===== src/hdl/tpag_pkg.sv =====
// ----------------------------------------------------------------------------
// tpag_pkg
// Shared types and constants of the tensor permute address generator.
// ----------------------------------------------------------------------------
package tpag_pkg;

   localparam int MAX_AXES     = 4;
   localparam int AXIS_W       = $clog2(MAX_AXES);
   localparam int DIM_WIDTH    = 16;
   localparam int SHAPE_SLOT_W = 16;
   localparam int ADDR_WIDTH   = 32;
   localparam int STRIDE_SLOT_W = 32;
   localparam int COUNT_W      = 3;
   localparam int ORDER_W      = 8;
   localparam int CSR_DATA_W   = 64;
   localparam int CSR_INDEX_W  = 3;

   localparam logic [CSR_INDEX_W-1:0] REG_AXIS_COUNT       = 3'd0;
   localparam logic [CSR_INDEX_W-1:0] REG_AXIS_ORDER       = 3'd1;
   localparam logic [CSR_INDEX_W-1:0] REG_OUT_SHAPE        = 3'd2;
   localparam logic [CSR_INDEX_W-1:0] REG_SRC_STRIDE_LOW   = 3'd3;
   localparam logic [CSR_INDEX_W-1:0] REG_SRC_STRIDE_HIGH  = 3'd4;
   localparam logic [CSR_INDEX_W-1:0] REG_DST_STRIDE_LOW   = 3'd5;
   localparam logic [CSR_INDEX_W-1:0] REG_DST_STRIDE_HIGH  = 3'd6;

   localparam logic [COUNT_W-1:0]    AXIS_COUNT_RESET = 3'd4;
   localparam logic [ORDER_W-1:0]    AXIS_ORDER_RESET = 8'hE4;
   localparam logic [CSR_DATA_W-1:0] OUT_SHAPE_RESET  = 64'h0001_0001_0001_0001;

   typedef logic [ADDR_WIDTH-1:0] addr_type;
   typedef logic [DIM_WIDTH-1:0]  dim_type;

   typedef struct packed {
      logic [COUNT_W-1:0]                  axis_count;
      logic [ORDER_W-1:0]                  axis_order;
      logic [CSR_DATA_W-1:0]               out_shape;
      logic [MAX_AXES-1:0][ADDR_WIDTH-1:0] src_stride;
      logic [MAX_AXES-1:0][ADDR_WIDTH-1:0] dst_stride;
   } cfg_type;

   typedef struct packed {
      addr_type src_index;
      addr_type dst_index;
      logic     last_element;
   } result_type;

endpackage


===== src/hdl/tpag_odometer.sv =====
// ----------------------------------------------------------------------------
// tpag_odometer
// Per-axis coordinate odometer with running source and destination partial
// offsets; gives the address pair of the current position and advances on
// each step.
// ----------------------------------------------------------------------------
module tpag_odometer
   import tpag_pkg::*;
(
   input  logic       clock,
   input  logic       reset,
   input  cfg_type    cfg,
   input  logic       step,
   input  logic       restart,
   output result_type result
);

   dim_type  [MAX_AXES-1:0] coord_ff, coord_in;
   addr_type [MAX_AXES-1:0] src_part_ff, src_part_in;
   addr_type [MAX_AXES-1:0] dst_part_ff, dst_part_in;

   dim_type  [MAX_AXES-1:0] coord_eff;
   addr_type [MAX_AXES-1:0] src_eff;
   addr_type [MAX_AXES-1:0] dst_eff;
   logic                    last_carry;

   always_comb begin
      for (int ax = 0; ax < MAX_AXES; ax++) begin
         coord_eff[ax] = restart ? '0 : coord_ff[ax];
         src_eff[ax]   = restart ? '0 : src_part_ff[ax];
         dst_eff[ax]   = restart ? '0 : dst_part_ff[ax];
      end
   end

   always_comb begin
      addr_type src_sum;
      addr_type dst_sum;
      src_sum = '0;
      dst_sum = '0;
      for (int ax = 0; ax < MAX_AXES; ax++) begin
         src_sum = src_sum + src_eff[ax];
         dst_sum = dst_sum + dst_eff[ax];
      end
      result.src_index    = src_sum;
      result.dst_index    = dst_sum;
      result.last_element = last_carry;
   end

   always_comb begin
      logic                 carry;
      logic [DIM_WIDTH:0]   next_coord;
      dim_type              dim_raw;
      logic                 dim_one;
      logic [AXIS_W-1:0]    src_axis;
      carry      = 1'b1;
      next_coord = '0;
      dim_raw    = '0;
      dim_one    = 1'b0;
      src_axis   = '0;
      coord_in    = coord_eff;
      src_part_in = src_eff;
      dst_part_in = dst_eff;
      for (int ax = MAX_AXES - 1; ax >= 0; ax--) begin
         dim_raw    = cfg.out_shape[SHAPE_SLOT_W*ax +: DIM_WIDTH];
         dim_one    = (COUNT_W'(ax) >= cfg.axis_count) || (dim_raw == '0);
         next_coord = {1'b0, coord_eff[ax]} + (DIM_WIDTH+1)'(1);
         src_axis   = cfg.axis_order[AXIS_W*ax +: AXIS_W];
         if (carry) begin
            if (dim_one || (next_coord >= {1'b0, dim_raw})) begin
               coord_in[ax]    = '0;
               src_part_in[ax] = '0;
               dst_part_in[ax] = '0;
            end else begin
               coord_in[ax]    = next_coord[DIM_WIDTH-1:0];
               src_part_in[ax] = src_eff[ax] + cfg.src_stride[src_axis];
               dst_part_in[ax] = dst_eff[ax] + cfg.dst_stride[ax];
               carry           = 1'b0;
            end
         end
      end
      last_carry = carry;
   end

   always_ff @(posedge clock) begin
      if (reset) begin
         coord_ff    <= '0;
         src_part_ff <= '0;
         dst_part_ff <= '0;
      end else if (step) begin
         coord_ff    <= coord_in;
         src_part_ff <= src_part_in;
         dst_part_ff <= dst_part_in;
      end
   end

   a_restart_zero: assert property (@(posedge clock) disable iff (reset)
      step && restart |-> result.src_index == '0 && result.dst_index == '0)
      else $error("restart step did not start at offset zero");

   a_last_wraps: assert property (@(posedge clock) disable iff (reset)
      step && result.last_element |=> coord_ff == '0)
      else $error("coordinates not cleared after last element");

   a_not_last_moves: assert property (@(posedge clock) disable iff (reset)
      step && !result.last_element |=> coord_ff != '0)
      else $error("odometer failed to advance");

   a_hold_idle: assert property (@(posedge clock) disable iff (reset)
      !step |=> $stable(coord_ff) && $stable(src_part_ff))
      else $error("odometer moved without a step");

endmodule


===== src/hdl/tensor_permute_address_generator.sv =====
// ----------------------------------------------------------------------------
// tensor_permute_address_generator
// Source/destination element offset generator for permuting a tensor of up
// to four axes.
// ----------------------------------------------------------------------------
// One request beat yields one response beat carrying the (src, dst) offset
// pair of the current output position and a flag on the tensor's final
// element; the odometer then steps, innermost axis fastest, and wraps after
// the last element. Throughput is one beat per cycle while the skid register
// is empty: the four-way partial sum and the stride adds are combinational, and a
// two-entry output queue (result register and skid register) holds the offset
// pairs and takes one further request while a response is stalled. Write
// configuration only while no beats are outstanding.
module tensor_permute_address_generator
   import tpag_pkg::*;
(
   input  logic                   clock,
   input  logic                   reset,
   input  logic                   csr_wr_en,
   input  logic [CSR_INDEX_W-1:0] csr_index,
   input  logic [CSR_DATA_W-1:0]  csr_wr_data,
   input  logic                   req_valid,
   output logic                   req_ready,
   input  logic                   req_restart,
   output logic                   rsp_valid,
   input  logic                   rsp_ready,
   output addr_type               rsp_src_index,
   output addr_type               rsp_dst_index,
   output logic                   rsp_last_element
);

   logic [COUNT_W-1:0]    axis_count_ff;
   logic [ORDER_W-1:0]    axis_order_ff;
   logic [CSR_DATA_W-1:0] out_shape_ff;
   logic [CSR_DATA_W-1:0] src_stride_low_ff, src_stride_high_ff;
   logic [CSR_DATA_W-1:0] dst_stride_low_ff, dst_stride_high_ff;

   always_ff @(posedge clock) begin
      if (reset) begin
         axis_count_ff      <= AXIS_COUNT_RESET;
         axis_order_ff      <= AXIS_ORDER_RESET;
         out_shape_ff       <= OUT_SHAPE_RESET;
         src_stride_low_ff  <= '0;
         src_stride_high_ff <= '0;
         dst_stride_low_ff  <= '0;
         dst_stride_high_ff <= '0;
      end else if (csr_wr_en) begin
         unique case (csr_index)
            REG_AXIS_COUNT:      axis_count_ff      <= csr_wr_data[COUNT_W-1:0];
            REG_AXIS_ORDER:      axis_order_ff      <= csr_wr_data[ORDER_W-1:0];
            REG_OUT_SHAPE:       out_shape_ff       <= csr_wr_data;
            REG_SRC_STRIDE_LOW:  src_stride_low_ff  <= csr_wr_data;
            REG_SRC_STRIDE_HIGH: src_stride_high_ff <= csr_wr_data;
            REG_DST_STRIDE_LOW:  dst_stride_low_ff  <= csr_wr_data;
            REG_DST_STRIDE_HIGH: dst_stride_high_ff <= csr_wr_data;
            default: ;
         endcase
      end
   end

   cfg_type cfg;

   always_comb begin
      cfg.axis_count    = axis_count_ff;
      cfg.axis_order    = axis_order_ff;
      cfg.out_shape     = out_shape_ff;
      cfg.src_stride[0] = src_stride_low_ff[ADDR_WIDTH-1:0];
      cfg.src_stride[1] = src_stride_low_ff[STRIDE_SLOT_W +: ADDR_WIDTH];
      cfg.src_stride[2] = src_stride_high_ff[ADDR_WIDTH-1:0];
      cfg.src_stride[3] = src_stride_high_ff[STRIDE_SLOT_W +: ADDR_WIDTH];
      cfg.dst_stride[0] = dst_stride_low_ff[ADDR_WIDTH-1:0];
      cfg.dst_stride[1] = dst_stride_low_ff[STRIDE_SLOT_W +: ADDR_WIDTH];
      cfg.dst_stride[2] = dst_stride_high_ff[ADDR_WIDTH-1:0];
      cfg.dst_stride[3] = dst_stride_high_ff[STRIDE_SLOT_W +: ADDR_WIDTH];
   end

   logic       push, pop;
   result_type result;

   tpag_odometer u_odometer (
      .clock   (clock),
      .reset   (reset),
      .cfg     (cfg),
      .step    (push),
      .restart (req_restart),
      .result  (result)
   );

   result_type out_ff, out_in;
   result_type skid_ff, skid_in;
   logic       out_valid_ff, out_valid_in;
   logic       skid_valid_ff, skid_valid_in;

   assign req_ready = !skid_valid_ff;
   assign push      = req_valid && req_ready;
   assign pop       = out_valid_ff && rsp_ready;

   always_comb begin
      out_in        = out_ff;
      out_valid_in  = out_valid_ff;
      skid_in       = skid_ff;
      skid_valid_in = skid_valid_ff;
      if (!out_valid_ff || pop) begin
         if (skid_valid_ff) begin
            out_in        = skid_ff;
            out_valid_in  = 1'b1;
            skid_in       = result;
            skid_valid_in = push;
         end else begin
            out_in        = result;
            out_valid_in  = push;
            skid_valid_in = 1'b0;
         end
      end else if (push) begin
         skid_in       = result;
         skid_valid_in = 1'b1;
      end
   end

   always_ff @(posedge clock) begin
      if (reset) begin
         out_valid_ff  <= 1'b0;
         skid_valid_ff <= 1'b0;
      end else begin
         out_valid_ff  <= out_valid_in;
         skid_valid_ff <= skid_valid_in;
      end
      out_ff  <= out_in;
      skid_ff <= skid_in;
   end

   assign rsp_valid        = out_valid_ff;
   assign rsp_src_index    = out_ff.src_index;
   assign rsp_dst_index    = out_ff.dst_index;
   assign rsp_last_element = out_ff.last_element;

   a_skid_behind_out: assert property (@(posedge clock) disable iff (reset)
      skid_valid_ff |-> out_valid_ff)
      else $error("skid entry held with empty result register");

   a_push_lands: assert property (@(posedge clock) disable iff (reset)
      push |=> out_valid_ff)
      else $error("accepted beat not queued for response");

   a_rsp_hold: assert property (@(posedge clock) disable iff (reset)
      rsp_valid && !rsp_ready |=> rsp_valid && $stable(out_ff))
      else $error("stalled response beat changed");

endmodule


===== config.mk =====
export PLATFORM = sky130hd
export DESIGN_NAME = tensor_permute_address_generator
export DESIGN_NICKNAME = d
export VERILOG_FILES = /design/src/hdl/tpag_pkg.sv /design/src/hdl/tpag_odometer.sv /design/src/hdl/tensor_permute_address_generator.sv
export SDC_FILE = /design/constraint.sdc
export NUM_CORES = 2
export LEC_CHECK = 0
export BUFFER_PORTS_ARGS = -buffer_cell sky130_fd_sc_hd__buf_2
export CORE_MARGIN = 1
export CORE_UTILIZATION = 30
export DETAILED_ROUTE_END_ITERATION = 10
export HOLD_SLACK_MARGIN = 0.06
export PLACE_DENSITY = 0.46
export SYNTH_ARGS = -nofsm -noshare
export SYNTH_HDL_FRONTEND = slang
export SYNTH_SLANG_ARGS = --single-unit

===== constraint.sdc =====
create_clock -name clock -period 10.1 [get_ports clock]
set_clock_uncertainty 0.2 [all_clocks]
set_input_delay 2.02 -clock clock [delete_from_list [all_inputs] [get_ports clock]]
set_output_delay 2.02 -clock clock [all_outputs]
set_load 0.02 [all_outputs]

==> flow_summary_export.csv <==
group,metric,value,unit
setup_path,crit_arrival,7.99,ns
hold_path,hold_class,"reg -> reg",
placed_design,post-place-ws,1.784,ns
routing,drt_pass1_iterations,6,
die,start_util,30.23,%
global_routing,grt_pass1_vias,42391,
flow_run,cap_viol_max_count,0,
sta,maxSlewViolCount,0,
clocking,insertion_delay,0.71,ns
synthesis,synth_edf_count,130,
setup_path,critPathSlowestCell,"and2_2",
routing,drtIter0Drc,2825,
clocking,post_cts_resized,0,
setup_path,reg2reg_slack,3.97,ns
placed_design,port_buffers,139,
clocking,cts_hold_buf,0,
setup_path,crit_path_cell_trace,"buf_8 > clkinv_2 > nand2_1 > inv_1 > ha_1 > nand3_1 > or3_1 > or3_1 > a21oi_1 > ha_1 > a21o_1 > a21o_1 > a21oi_1 > nor2_1 > a2111oi_1 > and2_2 > nor2_2 > and3_2 > nor2b_2 > buf_4 > a22o_1",
routing,wl,186.8,mm
layout,drive_gt1_share,9.926,%
setup_path,slowest_delay,0.71,ns
sta,rsz0062_at_grt,"no",
synthesis,ys_ff_latch,783,
clocking,path_clk_slew,0.06,ns
die,num_io_pins,140,
synthesis,async_flop_share,0,%
synthesis,yosysSeqAreaShare,32.74,%
clocking,htree_levels,3,
sta,finalCritPeriodShare,75.33,%
global_routing,grt-ovfl-total,0,
clocking,clockBufferDepth,3,
layout,fin_nets,6579,
power,ir_drop,129.2,uV
die,fp.dieW,417.8,um
layout,fillers,17940,
routing,vias_per_cell,5.193,
die,std_cell_rows,152,
sta,setup_slack,2.492,ns
sta,setup_violations,0,
die,die-height,417.8,um
synthesis,yosys_warnings,0,
clocking,numClockSinks,783,
routing,drc,0,
routing,ant_nets,0,
global_routing,grt_pass1_wl,277.2,mm
sta,max_clock_freq,0.1314,GHz
layout,final_util,34.00,%
sta,tightest_slew,1.117,ns
placed_design,place.gp.congestion,0.8694,
setup_path,critPathKind,"in -> reg",
global_routing,antenna_found_initial,12,
clocking,cts_inserted_buffers,96,
setup_path,start_kind,"input pin",
placed_design,dp_hpwl,134.4,mm
sta,finalHoldViolations,0,
global_routing,grt.total_usage,21.12,%
synthesis,synth_nets,6569,
clocking,tritoncts,"built",
sta,setup-tns-final,0,ns
die,dieArea,174500,um^2
synthesis,synth_area,51860,um^2
global_routing,grt_max_degree,93,
synthesis,synth.avg_cell_area,8.663,um^2
clocking,cts_setup_buffers,0,
sta,whs,0.2419,ns
synthesis,postSynthCellCount,5986,
die,core,171500,um^2
run_status,status,"finished clean",
layout,syn2layout_area_growth,12.48,%
clocking,clockRootBuffer,"clkbuf_16",
synthesis,yosysUniqueCellTypes,104,
setup_path,cp-end-kind,"flop",
power,power_density,132.5,nW/um^2
setup_path,required,10.48,ns
routing,post_drt_wl_per_cell,22.27,um
sta,maxSlewHeadroom,25.53,%
setup_path,path_max_fanout,74,
synthesis,yosys_most_used_dff,"dfxtp_1",
layout,design_area,58330,um^2
sta,layout_min_cycle_time,7.608,ns
routing,num_vias,43569,
power,p_leak,25.03,nW
placed_design,place_area,54960,um^2
[final timing paths]
check                                  start                    endpoint  cells after the start
setup / recovery                 req_restart  u_odometer.src_part_ff[54]                     21
hold reg to reg   u_odometer.dst_part_ff[28]  u_odometer.dst_part_ff[28]                      2
setup reg to reg     u_odometer.coord_ff[16]  u_odometer.src_part_ff[63]                     18
hold / removal    u_odometer.dst_part_ff[28]  u_odometer.dst_part_ff[28]                      2
[per-layer routing]
metal,vias up,global-route usage [%],part of all wire (%)
met1,21336,28.97,46
met2,949,34.74,46
li1,21060,-,-
met3,222,2.364,4.3
met4,2,6.283,3.0
met5,-,0,0.0054
[power breakdown]
| group | internal [mW] | switching (mW) |
|---|---|---|
| Combinational | 0.172 | 0.518 |
| Sequential | 3.23 | 0.0481 |
| Clock | 2.25 | 1.51 |
[Yosys cell counts (128+ instances only)]
cell type,count,area share (%)
a21o_1,191,2.8
a21oi_1,635,6.1
a22oi_1,142,2.1
clkbuf_1,224,1.6
dfxtp_1,653,25
edfxtp_1,130,7.5
fa_1,132,5.1
ha_1,378,9.1
inv_1,349,2.5
mux4_2,128,5.6
nand2_1,1032,7.5
nor2_1,344,2.5
nor2b_1,239,2.9
o21ai_0,170,1.6
xnor2_1,198,3.3
[cell type report]
class | instances | area [um^2] | share of cell area, %
Clock buffer | 119 | 2656 | 4.554
Clock inverter | 58 | 698.2 | 1.197
Multi-Input combinational cell | 4567 | 32590 | 55.87
Sequential cell | 783 | 16990 | 29.13
Tap cell | 2310 | 2890 | 4.955
Antenna cell | 5 | 12.51 | 0.02145
Inverter | 351 | 1320 | 2.263
Timing Repair Buffer | 197 | 1176 | 2.016
[flip-flops by register name, indices dropped and copies added, names as in the netlist]
name	count
skid_ff	65
rsp_valid	1
src_stride_high_ff	64
dst_stride_high_ff	64
axis_count_ff	3
out_shape_ff	64
u_odometer.dst_part_ff	128
rsp_dst_index	32
skid_valid_ff	1
axis_order_ff	8
rsp_last_element	1
rsp_src_index	32
dst_stride_low_ff	64
u_odometer.src_part_ff	128
src_stride_low_ff	64
u_odometer.coord_ff	64
[worst max-delay path: cells and delay by family]
kind	cells	cell delay, ns
buf+inv	4	0.99
simple gates	9	2.92
fa+ha+maj	2	0.47
compound gates	6	1.48
[kinds of logic (layout without fill, tap and decap cells)]
group	after synthesis	in the layout	synth area share [%]
and+or+nand+nor	2043	2043	17.84
AOI/OAI and AO/OA	1525	1525	18.63
DFF	783	783	32.74
buffers and inverters	636	725	4.732
adders and majority gates	510	510	14.22
xor gates and xnor gates	319	319	5.388
muxes	170	170	6.464
other	0	5	0
[placed cells by master, fill, tap and decap left out, types with 99 or more instances in the layout]
cell	count
nand2_1	1029
dfxtp_1	648
a21oi_1	634
ha_1	378
inv_1	349
nor2_1	339
nor2b_1	234
xnor2_1	198
a21o_1	191
o21ai_0	169
a22oi_1	142
buf_2	137
fa_1	132
edfxtp_1	130
mux4_2	128
xor2_1	121
nand3_1	120
clkbuf_16	99
[stage by stage]
| step | cells | power [mW] |
|---|---|---|
| after global routing | 8390 | 7.991 |
| after detailed placement | 8208 | 4.047 |
| after floorplan | 5986 | 3.718 |
| after CTS | 8385 | 7.822 |
| after global placement | 8208 | 4.043 |
| final | 8390 | 7.726 |
(Power assumes the default switching activity.)
